==> src/rtl/fssp_pkg.sv <==
// Shared types and constants for the Fitch state-set pass unit.
package fssp_pkg;

  // Pass codes carried in the kind field
  localparam logic [2:0] KIND_DOWN        = 3'd0;
  localparam logic [2:0] KIND_UP          = 3'd1;
  localparam logic [2:0] KIND_NA_FIRST_DN = 3'd2;
  localparam logic [2:0] KIND_NA_FIRST_UP = 3'd3;
  localparam logic [2:0] KIND_NA_SECOND_DN = 3'd4;
  localparam logic [2:0] KIND_NA_SECOND_UP = 3'd5;

  // Configuration register indexes
  localparam logic REG_NA_MASK = 1'b0;

  // Saturation limit of the step total
  localparam logic [30:0] TOTAL_MAX = 31'h7FFF_FFFF;

  // Captured input transaction
  typedef struct packed {
    logic [2:0]  kind;
    logic [31:0] left_set;
    logic [31:0] right_set;
    logic [31:0] node_set;
    logic [31:0] ancestor_set;
    logic [31:0] left_active;
    logic [31:0] right_active;
    logic [15:0] char_weight;
    logic [15:0] char_index;
    logic        last_char;
  } fssp_item_t;

  // Result transaction
  typedef struct packed {
    logic [31:0] result_set;
    logic [31:0] active_set;
    logic [15:0] step_added;
    logic [30:0] total_steps;
    logic [15:0] char_index_out;
    logic        last_out;
  } fssp_result_t;

endpackage

==> src/rtl/fitch_state_set_pass_unit.sv <==
// Fitch state-set pass unit: one character of a tree pass per transaction.
//
//   channel | direction | handshake                    | payload
//   in_     | input     | in_valid / in_ready          | kind, sets, actives, weight, index, last
//   out_    | output    | out_valid / out_ready        | result/active sets, step, total, echoes
//   cfg     | input     | psel/penable/pwrite, pready=1 | register 0: NA state mask
//
// Two stages: an input register, then the set logic and step accumulator feeding
// the result register. One transaction is taken every cycle unless out_ready stalls.
// The running total is the only state linking transactions; it updates as an item
// leaves the input register. Reset (rst_n, synchronous) empties both stages, sets
// the NA mask to 1 and clears the total. A stall on out_ready backs up stage by stage.
module fitch_state_set_pass_unit
  import fssp_pkg::*;
#(
  parameter int STATE_BITS = 32
) (
  input  logic        clk,
  input  logic        rst_n,
  // input channel
  input  logic        in_valid,
  output logic        in_ready,
  input  logic [2:0]  in_kind,
  input  logic [31:0] in_left_set,
  input  logic [31:0] in_right_set,
  input  logic [31:0] in_node_set,
  input  logic [31:0] in_ancestor_set,
  input  logic [31:0] in_left_active,
  input  logic [31:0] in_right_active,
  input  logic [15:0] in_char_weight,
  input  logic [15:0] in_char_index,
  input  logic        in_last_char,
  // result channel
  output logic        out_valid,
  input  logic        out_ready,
  output logic [31:0] out_result_set,
  output logic [31:0] out_active_set,
  output logic [15:0] out_step_added,
  output logic [30:0] out_total_steps,
  output logic [15:0] out_char_index_out,
  output logic        out_last_out,
  // configuration port
  input  logic        psel,
  input  logic        penable,
  input  logic        pwrite,
  input  logic [2:0]  paddr,
  input  logic [31:0] pwdata,
  output logic [31:0] prdata,
  output logic        pready
);

  // Only the low states are used; wider than the field is clipped to the field
  localparam int SET_W = (STATE_BITS > 32) ? 32 : STATE_BITS;
  localparam logic [31:0] SET_MASK =
    (SET_W == 32) ? 32'hFFFF_FFFF : 32'((64'd1 << SET_W) - 64'd1);

  // Configuration register
  logic [31:0] na_mask_r;

  assign pready = 1'b1;

  always_ff @(posedge clk) begin
    if (!rst_n) begin
      na_mask_r <= 32'd1;
    end else if (psel && penable && pwrite && pready && (paddr[2] == REG_NA_MASK)) begin
      na_mask_r <= pwdata;
    end
  end

  always_comb begin
    prdata = (paddr[2] == REG_NA_MASK) ? na_mask_r : 32'd0;
  end

  // Pipeline control
  logic         s1_valid_r;
  fssp_item_t   s1_r;
  logic         out_valid_r;
  fssp_result_t res_r;
  fssp_result_t res_nxt;
  logic         s2_ready;
  logic         s2_load;
  logic [30:0]  run_total_r;
  logic [30:0]  run_total_nxt;

  assign s2_ready = !out_valid_r || out_ready;
  assign in_ready = !s1_valid_r || s2_ready;
  assign s2_load  = s1_valid_r && s2_ready;

  // Input register
  always_ff @(posedge clk) begin
    if (!rst_n) begin
      s1_valid_r <= 1'b0;
    end else if (in_ready) begin
      s1_valid_r <= in_valid;
    end
  end

  always_ff @(posedge clk) begin
    if (in_valid && in_ready) begin
      s1_r.kind         <= in_kind;
      s1_r.left_set     <= in_left_set;
      s1_r.right_set    <= in_right_set;
      s1_r.node_set     <= in_node_set;
      s1_r.ancestor_set <= in_ancestor_set;
      s1_r.left_active  <= in_left_active;
      s1_r.right_active <= in_right_active;
      s1_r.char_weight  <= in_char_weight;
      s1_r.char_index   <= in_char_index;
      s1_r.last_char    <= in_last_char;
    end
  end

  // Masked operands
  logic [31:0] na, ap, l, r, nd, anc, la, ra, lr, lar;
  assign na  = na_mask_r & SET_MASK;
  assign ap  = ~na & SET_MASK;
  assign l   = s1_r.left_set & SET_MASK;
  assign r   = s1_r.right_set & SET_MASK;
  assign nd  = s1_r.node_set & SET_MASK;
  assign anc = s1_r.ancestor_set & SET_MASK;
  assign la  = s1_r.left_active & SET_MASK;
  assign ra  = s1_r.right_active & SET_MASK;
  assign lr  = l | r;
  assign lar = l & r;

  // Set logic for the selected pass
  logic [31:0] res_set;
  logic        step;
  logic        both_ap;
  logic        both_act;

  assign both_ap  = ((l & ap) != 32'd0) && ((r & ap) != 32'd0);
  assign both_act = (la != 32'd0) && (ra != 32'd0);

  always_comb begin
    res_set = 32'd0;
    step    = 1'b0;
    case (s1_r.kind)
      KIND_DOWN: begin
        if (lar == 32'd0) begin
          res_set = lr;
          step    = 1'b1;
        end else begin
          res_set = lar;
        end
      end
      KIND_UP: begin
        if ((anc & nd) == anc)  res_set = anc & nd;
        else if (lar != 32'd0)  res_set = nd | (anc & lr);
        else                    res_set = nd | anc;
      end
      KIND_NA_FIRST_DN: begin
        if (lar == 32'd0)       res_set = both_ap ? (lr & ap) : lr;
        else if (lar == na)     res_set = both_ap ? lr : lar;
        else                    res_set = lar;
      end
      KIND_NA_FIRST_UP: begin
        if ((nd & na) == 32'd0)                          res_set = nd;
        else if (anc == na)                              res_set = na;
        else if ((nd & ap) != 32'd0)                     res_set = nd & ap;
        else if (((lr & ap) != 32'd0) && (lr != SET_MASK)) res_set = lr & ap;
        else                                             res_set = na;
      end
      KIND_NA_SECOND_DN: begin
        if ((nd & ap) == 32'd0) begin
          res_set = nd;
        end else if (lar != 32'd0) begin
          res_set = ((lar & ap) != 32'd0) ? (lar & ap) : lar;
        end else begin
          res_set = lr & ap;
          step    = both_ap || both_act;
        end
      end
      KIND_NA_SECOND_UP: begin
        if ((nd & ap) == 32'd0) begin
          res_set = nd;
          step    = both_act;
        end else if ((anc & ap) == 32'd0) begin
          res_set = nd;
        end else if ((anc & nd) == anc) begin
          res_set = anc;
        end else if (lar != 32'd0) begin
          res_set = nd | (anc & lr);
        end else if ((lr & na) != 32'd0) begin
          res_set = ((lr & anc) != 32'd0) ? anc : ((lr | anc) & ap);
        end else begin
          res_set = nd | anc;
        end
      end
      default: begin
        res_set = 32'd0;
        step    = 1'b0;
      end
    endcase
  end

  // Step accumulation with saturation
  logic [15:0] added;
  logic [31:0] sum;
  logic [30:0] total;

  assign added = step ? s1_r.char_weight : 16'd0;
  assign sum   = {1'b0, run_total_r} + {16'd0, added};
  assign total = sum[31] ? TOTAL_MAX : sum[30:0];

  always_comb begin
    run_total_nxt          = s1_r.last_char ? 31'd0 : total;
    res_nxt.result_set     = res_set;
    res_nxt.active_set     = (la | ra) & ap;
    res_nxt.step_added     = added;
    res_nxt.total_steps    = total;
    res_nxt.char_index_out = s1_r.char_index;
    res_nxt.last_out       = s1_r.last_char;
  end

  // Result register and running total
  always_ff @(posedge clk) begin
    if (!rst_n) begin
      out_valid_r <= 1'b0;
      run_total_r <= 31'd0;
    end else begin
      if (s2_ready) begin
        out_valid_r <= s1_valid_r;
      end
      if (s2_load) begin
        run_total_r <= run_total_nxt;
      end
    end
  end

  always_ff @(posedge clk) begin
    if (s2_load) begin
      res_r <= res_nxt;
    end
  end

  assign out_valid          = out_valid_r;
  assign out_result_set     = res_r.result_set;
  assign out_active_set     = res_r.active_set;
  assign out_step_added     = res_r.step_added;
  assign out_total_steps    = res_r.total_steps;
  assign out_char_index_out = res_r.char_index_out;
  assign out_last_out       = res_r.last_out;

`ifndef SYNTHESIS
  // A reported total always covers the weight this character added
  a_total_covers_step: assert property (@(posedge clk) disable iff (!rst_n)
    out_valid_r |-> ({1'b0, res_r.total_steps} >= {16'd0, res_r.step_added}))
    else $error("total_steps below step_added");

  // The last character of a node pass clears the accumulator
  a_last_clears: assert property (@(posedge clk) disable iff (!rst_n)
    (s2_load && s1_r.last_char) |=> (run_total_r == 31'd0))
    else $error("running total not cleared after last character");

  // The accumulator only moves when an item passes into the result register
  a_total_hold: assert property (@(posedge clk) disable iff (!rst_n)
    !s2_load |=> $stable(run_total_r))
    else $error("running total changed without a transaction");

  // The subtree active set never holds an NA state
  a_active_applicable: assert property (@(posedge clk) disable iff (!rst_n)
    out_valid_r |-> ((res_r.active_set & ~ap) == 32'd0))
    else $error("active set holds a non-applicable state");
`endif

endmodule
==> config.mk <==
export PLATFORM = sky130hd
export DESIGN_NAME = fitch_state_set_pass_unit
export DESIGN_NICKNAME = d
export VERILOG_FILES = /design/src/rtl/fssp_pkg.sv /design/src/rtl/fitch_state_set_pass_unit.sv
export SDC_FILE = /design/constraint.sdc
export NUM_CORES = 1
export LEC_CHECK = 0
export BUFFER_PORTS_ARGS = -buffer_cell sky130_fd_sc_hd__clkbuf_2
export CAP_MARGIN = 20
export CORE_MARGIN = 1.5
export CORE_UTILIZATION = 25
export DETAILED_ROUTE_END_ITERATION = 12
export PLACE_DENSITY = 0.4
export SYNTH_ARGS = -nofsm -noshare
export SYNTH_HDL_FRONTEND = slang
export SYNTH_SLANG_ARGS = --single-unit
==> constraint.sdc <==
create_clock -name clk -period 10.5 [get_ports clk]
set_input_delay 2.1 -clock clk [delete_from_list [all_inputs] [get_ports clk]]
set_output_delay 2.1 -clock clk [all_outputs]
set_load 0.02 [all_outputs]
* Yosys cells after proc, flatten, opt, wreduce, memory -nomap -nowiden
Index checks and enable logic that the tools add are counted.
W data, S select, Z words.
** Storage, ports and cells
- Register bits after elaboration :: 421
- Bits in latches :: 0
- Memory bits (writable) :: 0
- ROM bits :: 0
- Input port bits :: 270
- Output and inout port bits :: 163
- Logic and storage cells :: 108
- Memories kept :: 0
** Cells by class
- Add/subtract/negate cells :: 1
- Multipliers :: 0
- Div/mod/pow operators :: 0
- Order comparisons :: 0
- Equal/unequal tests :: 9
- Shift operators :: 0
- Mux-type cells :: 30
- Bitwise operators :: 20
- Reduce and logical (&&, ||, !) cells :: 28
** Operators with widths (number)
- $mux W32 :: 21
- $and A32 B32 Y32 :: 13
- $reduce_bool A32 Y1 :: 10
- $pmux W32 S6 :: 1
- $or A32 B32 Y32 :: 5
- $logic_not A32 Y1 :: 4
- $eq A32 B32 Y1 :: 3
- $mux W31 :: 2
- $add A31 B16 Y32 :: 1
- $ne A32 B32 Y1 const B :: 1
- $not A32 Y32 :: 1
- $mux W16 :: 1
- $logic_and A1 B1 Y1 :: 8
- $eq A3 B2 Y1 const B :: 2
- $eq A3 B3 Y1 const B :: 2
- $mux W1 :: 4
- $eq A3 B1 Y1 const B :: 1
- $logic_not A3 Y1 :: 1
- $logic_or A1 B1 Y1 :: 3
- $pmux W1 S3 :: 1
- $logic_not A1 Y1 :: 2
- $not A1 Y1 :: 1

* Longest topological paths before layout
Gate-level depths: netlist of the first run.
- Depth in word-level cells :: 12
- Mapped depth :: 23
- Mapped depth without buffers :: 18

* Worst setup path before layout of the first run
Ideal clock, no wire load.
- Path kind :: input to register
- From :: input port out_ready
- To :: register s1_r, in the netlist anc[0], enable pin
- Setup time :: 0.617 ns
- Arrival :: 7.579 ns
- Data required time :: 9.883 ns
- Path slack :: 2.304 ns
- Stages :: 3
- Buffers on the path :: 0
- Cells stage by stage :: nor2b_1 nand2_1 and2_1
** On the way
- Cells in the longest elaborated chain, start to end :: 3
** Ends and longest elaborated chain
- from (decl) :: line fitch_state_set_pass_unit.sv:35 : input logic out_ready,
- $logic_or A1 B1 Y1 :: line fitch_state_set_pass_unit.sv:85 : assign s2_ready = !out_valid_r || out_ready;
- $logic_or A1 B1 Y1 :: line fitch_state_set_pass_unit.sv:86 : assign in_ready = !s1_valid_r || s2_ready;
- named net in_ready :: line fitch_state_set_pass_unit.sv:22 : output logic in_ready,
- $logic_and A1 B1 Y1 :: line fitch_state_set_pass_unit.sv:99 : if (in_valid && in_ready) begin
- to (decl) :: line fitch_state_set_pass_unit.sv:76 : fssp_item_t s1_r;
The timed path passes the listed nets, and every way through them passes these cells.
A chain may end at the register's enable or synchronous reset.

==> results of run 1 <==
[flip-flops by register name, summed over array words and instances, names as in the netlist, 16 cells and up]
register and flops:
out_active_set 32, out_step_added 16, out_result_set 32, out_char_index_out 16, l 32, la 32
out_total_steps 31, nd 32, anc 32, r 32, res_nxt 17, s1_r 19
na 32, ra 32, run_total_r 31
[how the worst max path moves through the flow]
stage | from | to | slack [ns] | depth (start not counted)
3_3_place_gp | na[12] | out_total_steps[20] | 3.86 | 21
3_5_place_dp | na[12] | out_total_steps[20] | 3.80 | 21
2_1_floorplan | out_ready | anc[0] | 2.30 | 3
6_report | na[30] | out_total_steps[20] | 3.72 | 19
4_1_cts | na[12] | out_total_steps[20] | 3.76 | 21
5_1_grt | na[28] | out_total_steps[30] | 3.35 | 18
[layout by cell type, fill, tap and decap left out, types with 11 or more instances in the layout]
cell type  netlist  layout
clkbuf_2         0     429
dfxtp_1         65      65
a211oi_1        44      44
inv_1           77      77
a221o_1         13      13
nand4_1         65      65
nor2b_1         96      96
and3_1          11      11
a21o_1          18      18
edfxtp_1       356     356
a31oi_1         29      29
a21boi_0        32      32
o211ai_1        26      26
a211o_1         22      22
clkbuf_1       101      12
a32oi_1         26      26
a22oi_1         25      25
o21ai_0        155     155
buf_4           15      97
a21oi_1        123     121
nor3_1          32      32
and2_1          21      18
or4_1           12      12
o21bai_1        16      16
nor4_1          49      48
ha_1            80      80
a32o_1          27      27
clkbuf_16        0      51
a221oi_1        48      48
nand2_1        174     174
o22ai_1         13      13
a2111oi_0       39      37
o2111ai_1       29      29
nand2b_1        25      25
nor2_1         205     203
nand3_1         40      40
or2_2           22      23
[Yosys cell counts, types with 25 or more instances]
library cell	n	area [µm²]
dfxtp_1	65	1300
a32oi_1	26	228
nand2_1	174	653
clkbuf_1	101	379
nor3_1	32	160
nor2_1	205	769
a211oi_1	44	330
o21ai_0	155	776
nor2b_1	96	601
a32o_1	27	270
a221oi_1	48	420
o211ai_1	26	195
buf_2	26	130
edfxtp_1	356	10700
a2111oi_0	39	342
inv_1	77	289
nand2b_1	25	156
nand3_1	40	200
a22oi_1	25	188
o2111ai_1	29	254
a21oi_1	123	616
nor4_1	49	307
ha_1	80	1000
a31oi_1	29	181
nand4_1	65	407
a21boi_0	32	240
[layer usage]
layer | routed length [µm] | up-vias | GRT usage [%]
met1 | 59100 | 11700 | 37.6
met2 | 64200 | 1527 | 44.9
met4 | 7010 | 36 | 12.7
li1 | - | 9950 | -
met5 | 299 | - | 0.543
met3 | 15500 | 351 | 9.01
[power breakdown]
part           total [W]  switching, W  leakage (nW)  internal [W]
clock network    0.00186      0.000750         0.852       0.00111
registers        0.00204      0.000125          3.92       0.00191
logic           0.000539      0.000365          6.20      0.000174
[logic make-up after synthesis]
| logic type | count (synthesis) |
|---|---|
| simple gates | 799 |
| xor+xnor | 15 |
| flops | 421 |
| compound gates | 765 |
| mux | 2 |
| other cells | 1 |
| fa+ha+maj | 88 |
| buf+inv | 226 |
[per-stage QoR]
step                      worst slack (ns)  cells
final                                 3.72   4053
after global routing                  3.35   4048
after CTS                             3.76   4043
after detailed placement              3.80   3951
after global placement                3.86   3950
after floorplan                       2.30   2317
[final cells by class]
cell class | count | area, µm² | share of cell area [%]
antenna | 10 | 25.0 | 0.0851
timing repair buffer | 527 | 2890 | 9.82
clock buffer | 69 | 1400 | 4.78
inverter | 79 | 302 | 1.03
sequential | 421 | 12000 | 40.8
clock inverter | 23 | 360 | 1.23
tap | 1254 | 1570 | 5.34
multi-input combinational | 1670 | 10900 | 36.9
==> results.sh, run 1 <==
export IMPL_outcome="finished clean"
export IMPL_drc=0
export IMPL_worstMarginPinSlew_ns=1.19
export IMPL_crit_type="flip-flop to flip-flop"
export IMPL_core_mm2=0.0936
export IMPL_synth_area_mm2=0.0237
export IMPL_ctsResizeCount=0
export IMPL_hold_viol_final=0
export IMPL_clock_latency_ns=0.65
export IMPL_wl_per_cell_um=36.1
export IMPL_clock_sinks=421
export IMPL_crit_chain="o2111ai_1, nor4_4, a21o_1, buf_4, a21oi_1, o21ai_0, o31a_1, nor2b_1, ha_1, fa_1, a21oi_1, o2111ai_1, a31oi_1, o21ai_0, nor3b_1, buf_4, and3_1, xnor2_1, nand2_1"
export IMPL_synthMuxAreaShare_pct=0.0949
export IMPL_rows=112
export IMPL_htree_num_levels=2
export IMPL_design_area_mm2=0.0294
export IMPL_reg2reg_slack_ns=3.72
export IMPL_r2r_end="out_total_steps[20]"
export IMPL_grt_ovfl_total=0
export IMPL_cp_end_kind="flip-flop"
export IMPL_min_path_type="flip-flop to flip-flop"
export IMPL_place_congestion=1.03
export IMPL_holdPathStages=0
export IMPL_p_leak_nw=11.0
export IMPL_synth_simple_area_share_pct=17.4
export IMPL_fin_worst_skew_ns=0.0449
export IMPL_root_buffer="clkbuf_16"
export IMPL_post_cts_setup_buffer_count=0
export IMPL_worst_path_max_fanout=16
export IMPL_maxSlewHeadroom_pct=20.0
export IMPL_vias=23500
export IMPL_ys_seq_elements=421
export IMPL_first_pass_iters=6
export IMPL_clkTransAtPathRegs_ns=0.06
export IMPL_fmax_mhz=148
export IMPL_layout_min_cycle_time_ns=6.78
export IMPL_via_per_inst=5.80
export IMPL_worstHoldStart="res_nxt[4]"
export IMPL_cp_arrival_ns=7.14
export IMPL_slowest_stage="dfxtp_1"
export IMPL_area_delta_synth_final_pct=23.9
export IMPL_avgSynthCellArea_um2=10.2
export IMPL_holdBufCountCts=0
export IMPL_die_w_um=311
export IMPL_min_delay_worst_endpoint="out_char_index_out[3]"
export IMPL_r2r_cells=19
export IMPL_ir_worst_vdd_mv=0.128
export IMPL_ys_seq_area_share_pct=50.5
export IMPL_critPathTopFamily="compound AO/OA/AOI/OAI gates"
export IMPL_finalCritPeriodShare_pct=64.5
export IMPL_yosys_most_used_dff="edfxtp_1"
export IMPL_syn_nets=2668
export IMPL_dp_hpwl_um=110000
export IMPL_numCtsBuffers=51
export IMPL_synth_compound_area_share_pct=22.8
export IMPL_die_h_um=311
export IMPL_ant_nets=0
export IMPL_yosysWarningCount=0
export IMPL_fillers=9967
export IMPL_synth_xor_area_share_pct=0.554
export IMPL_port_buffers=429
export IMPL_setup_viol=0
export IMPL_synth_top_family_by_area="compound AO/OA/AOI/OAI gates"
export IMPL_timing_hold_ws_ns=0.418
export IMPL_grt_max_degree=92
export IMPL_syn_inst=2317
export IMPL_power_density_mw_per_mm2=151
export IMPL_cp_required_ns=10.87
export IMPL_post_route_util_pct=31.4
export IMPL_grt_pass1_wl_um=196000
export IMPL_p_total_w=0.00444
export IMPL_maxCapViolCount=0
export IMPL_rsz0062_at_grt="false"
export IMPL_drt_initial_drc_count=2879
export IMPL_placed_cell_area_mm2=0.0276
export IMPL_path_buf_inv=2
export IMPL_die_area_mm2=0.0967
export IMPL_nets=3101
export IMPL_ys_types=87
export IMPL_worstSetupStartpointType="flip-flop"
export IMPL_async_flop_share_pct=0
export IMPL_drive_gt1_share_pct=23.5
export IMPL_finalSetupTns_ns=0
export IMPL_cts_tree="done"
export IMPL_max_stage_delay_ns=0.90
export IMPL_synthAdderAreaFrac_pct=4.60
export IMPL_cts_buffer_depth=3
export IMPL_grt_pass1_vias=23200
export IMPL_track_usage_pct=29.2
export IMPL_start_util_pct=25.3
export IMPL_io_pins=433
export IMPL_r2r_start="na[30]"
export IMPL_synth_edff_count=356
export IMPL_antenna_found_initial=31
export IMPL_slew_violations=0
export IMPL_drt_total_wl_um=146000
Note: power is estimated with default switching activity, not from simulation.
==> inputs of run 2 (changes only) <==
==> constraint.sdc (replaced) <==
create_clock -name clk -period 7 [get_ports clk]
set_input_delay 1.4 -clock clk [delete_from_list [all_inputs] [get_ports clk]]
set_output_delay 1.4 -clock clk [all_outputs]
set_load 0.02 [all_outputs]
==> run 2 against run 1 <==
  * Sequential share of layout area down 0.30 points
  * Combinational power up 49%
  * Final area up 0.74%
  * Sequential power up 50%
  * Setup slack worse by 3.1 ns
  * Power up 48%
  * Count of clock-buffer cells in the layout down 4
  * Highest routed layer unchanged
  * Critical endpoint is now run_total_r[30]
  * Global-route usage down 0.30 points
  * Worst hold slack worse by 0.0028 ns
==> results.sh, run 2 (synthesis results as in run 1) <==
export IMPL_layout_min_cycle_time_ns=6.36
export IMPL_drive_gt1_share_pct=24.5
export IMPL_setup_slack_ns=0.638
export IMPL_reg2reg_slack_ns=0.64
export IMPL_worstHoldStart="res_nxt[12]"
export IMPL_post_cts_setup_buffer_count=0
export IMPL_ir_worst_vdd_mv=0.191
export IMPL_cp_required_ns=7.47
export IMPL_rows=112
export IMPL_hold_viol_final=0
export IMPL_worst_path_max_fanout=10
export IMPL_ctsResizeCount=0
export IMPL_fin_worst_skew_ns=0.0564
export IMPL_slew_violations=0
export IMPL_crit_type="flip-flop to flip-flop"
export IMPL_holdPathStages=0
export IMPL_place_congestion=1.05
export IMPL_root_buffer="clkbuf_16"
export IMPL_holdBufCountCts=0
export IMPL_r2r_end="run_total_r[30]"
export IMPL_dp_hpwl_um=111000
export IMPL_clkTransAtPathRegs_ns=0.06
export IMPL_mostFrequentLayoutCells="clkbuf_2 (430), edfxtp_1 (356), nor2_1 (203)"
export IMPL_start_util_pct=25.3
export IMPL_die_w_um=311
export IMPL_outcome="finished clean"
export IMPL_wl_per_cell_um=35.5
export IMPL_finalSetupTns_ns=0
export IMPL_clock_latency_ns=0.66
export IMPL_finalCritPeriodShare_pct=90.9
export IMPL_drt_total_wl_um=145000
export IMPL_setup_viol=0
export IMPL_clock_sinks=421
export IMPL_fmax_mhz=157
export IMPL_worstMarginPinSlew_ns=1.26
export IMPL_rsz0062_at_grt="false"
export IMPL_track_usage_pct=28.9
export IMPL_grt_pass1_wl_um=195000
export IMPL_numCtsBuffers=50
export IMPL_htree_num_levels=2
export IMPL_first_pass_iters=7
export IMPL_vias=23800
export IMPL_drt_initial_drc_count=3193
export IMPL_die_h_um=311
export IMPL_grt_ovfl_total=0
export IMPL_design_area_mm2=0.0296
export IMPL_slowest_stage="dfxtp_1"
export IMPL_placed_cell_area_mm2=0.0279
export IMPL_antenna_found_initial=28
export IMPL_ant_nets=0
export IMPL_pre_cts_slack_ns=0.994
export IMPL_area_delta_synth_final_pct=24.8
export IMPL_grt_pass1_vias=23500
export IMPL_min_path_type="flip-flop to flip-flop"
export IMPL_port_buffers=429
export IMPL_grt_max_degree=126
export IMPL_layout_commonest_cell="clkbuf_2"
export IMPL_min_delay_worst_endpoint="out_char_index_out[11]"
export IMPL_via_per_inst=5.82
export IMPL_maxSlewHeadroom_pct=13.8
export IMPL_die_area_mm2=0.0967
export IMPL_r2r_cells=22
export IMPL_worstSetupStartpointType="flip-flop"
export IMPL_cp_end_kind="flip-flop"
export IMPL_core_mm2=0.0936
export IMPL_timing_hold_ws_ns=0.415
export IMPL_path_common_cell="buf_4"
export IMPL_crit_chain="buf_4, nor2b_1, a2111oi_0, buf_4, nand4_1, o22ai_1, buf_4, a21oi_1, o21ai_0, o31a_1, buf_12, nor2b_1, ha_1, nand3_1, o2111ai_1, a31oi_1, o21ai_0, nor3b_1, buf_4, nand2_1, nor3b_1, a211oi_1"
export IMPL_cp_arrival_ns=6.83
export IMPL_cts_tree="done"
export IMPL_drc=0
export IMPL_power_density_mw_per_mm2=223
export IMPL_maxCapViolCount=0
export IMPL_nets=3132
export IMPL_io_pins=433
export IMPL_max_stage_delay_ns=0.84
export IMPL_p_leak_nw=11.1
export IMPL_r2r_start="na[1]"
export IMPL_cts_buffer_depth=3
==> run 2: changes by cell type in the layout (fill, tap and decap cells not counted), sizes merged <==
| cell | previous run | this run |
|---|---|---|
| buf | 98 | 129 |
| clkinv | 14 | 18 |
| clkbuf | 498 | 495 |
| diode | 10 | 8 |
| bufinv | 7 | 6 |
| clkinvlp | 0 | 1 |
| inv | 81 | 82 |
==> run 2: metal layers <==
metal	global-route usage, %	share of wire, %	vias to the layer above
met1	37.8	41	11700
met3	8.06	11	346
met5	0	0.12	-
li1	-	-	10000
met2	44.6	44	1688
met4	12.0	4.7	28
==> run 2: area by class of cell <==
| cell class | count | area [µm²] |
|---|---|---|
| Inverter | 79 | 302 |
| Fill cell | 9886 | 64000 |
| Multi-Input combinational cell | 1670 | 10800 |
| Timing Repair Buffer | 559 | 3170 |
| Clock buffer | 65 | 1350 |
| Tap cell | 1254 | 1570 |
| Antenna cell | 8 | 20.0 |
| Clock inverter | 28 | 365 |
| Sequential cell | 421 | 12000 |
==> run 2: power by group <==
part | internal [W] | switching, W
clock network | 0.00159 | 0.00112
registers | 0.00287 | 0.000197
logic | 0.000266 | 0.000537
==> run 2: per-stage QoR <==
| step | total power (W) | instances | util (%) |
|---|---|---|---|
| 6_report | 0.00659 | 4084 | 31.6 |
| 5_1_grt | 0.00679 | 4078 | 31.6 |
| 4_1_cts | 0.00665 | 4075 | 31.6 |
| 3_5_place_dp | 0.00389 | 3982 | 29.8 |
| 3_3_place_gp | 0.00390 | 3981 | 29.8 |
| 2_1_floorplan | 0.00340 | 2317 | - |
==> run 2: worst max path at each step <==
stage / start / end / slack, ns / cells after the start
6_report: na[1] / run_total_r[30] / 0.64 / 22
5_1_grt: na[1] / run_total_r[30] / 0.30 / 22
4_1_cts: na[1] / run_total_r[30] / 0.90 / 22
3_5_place_dp: na[1] / run_total_r[30] / 0.99 / 22
3_3_place_gp: na[1] / run_total_r[30] / 0.88 / 22
2_1_floorplan: out_ready / run_total_r[20] / 0.83 / 6
==> run 2: worst max-delay path, delay by kind of cell (launching register included) <==
family | cells | cell delay [ns]
buffers and inverters | 5 | 1.19
AND/OR/NAND/NOR | 7 | 1.37
flip-flops | 1 | 0.84
AO/OA/AOI/OAI | 9 | 2.42
adder cells (fa/ha/maj) | 1 | 0.35
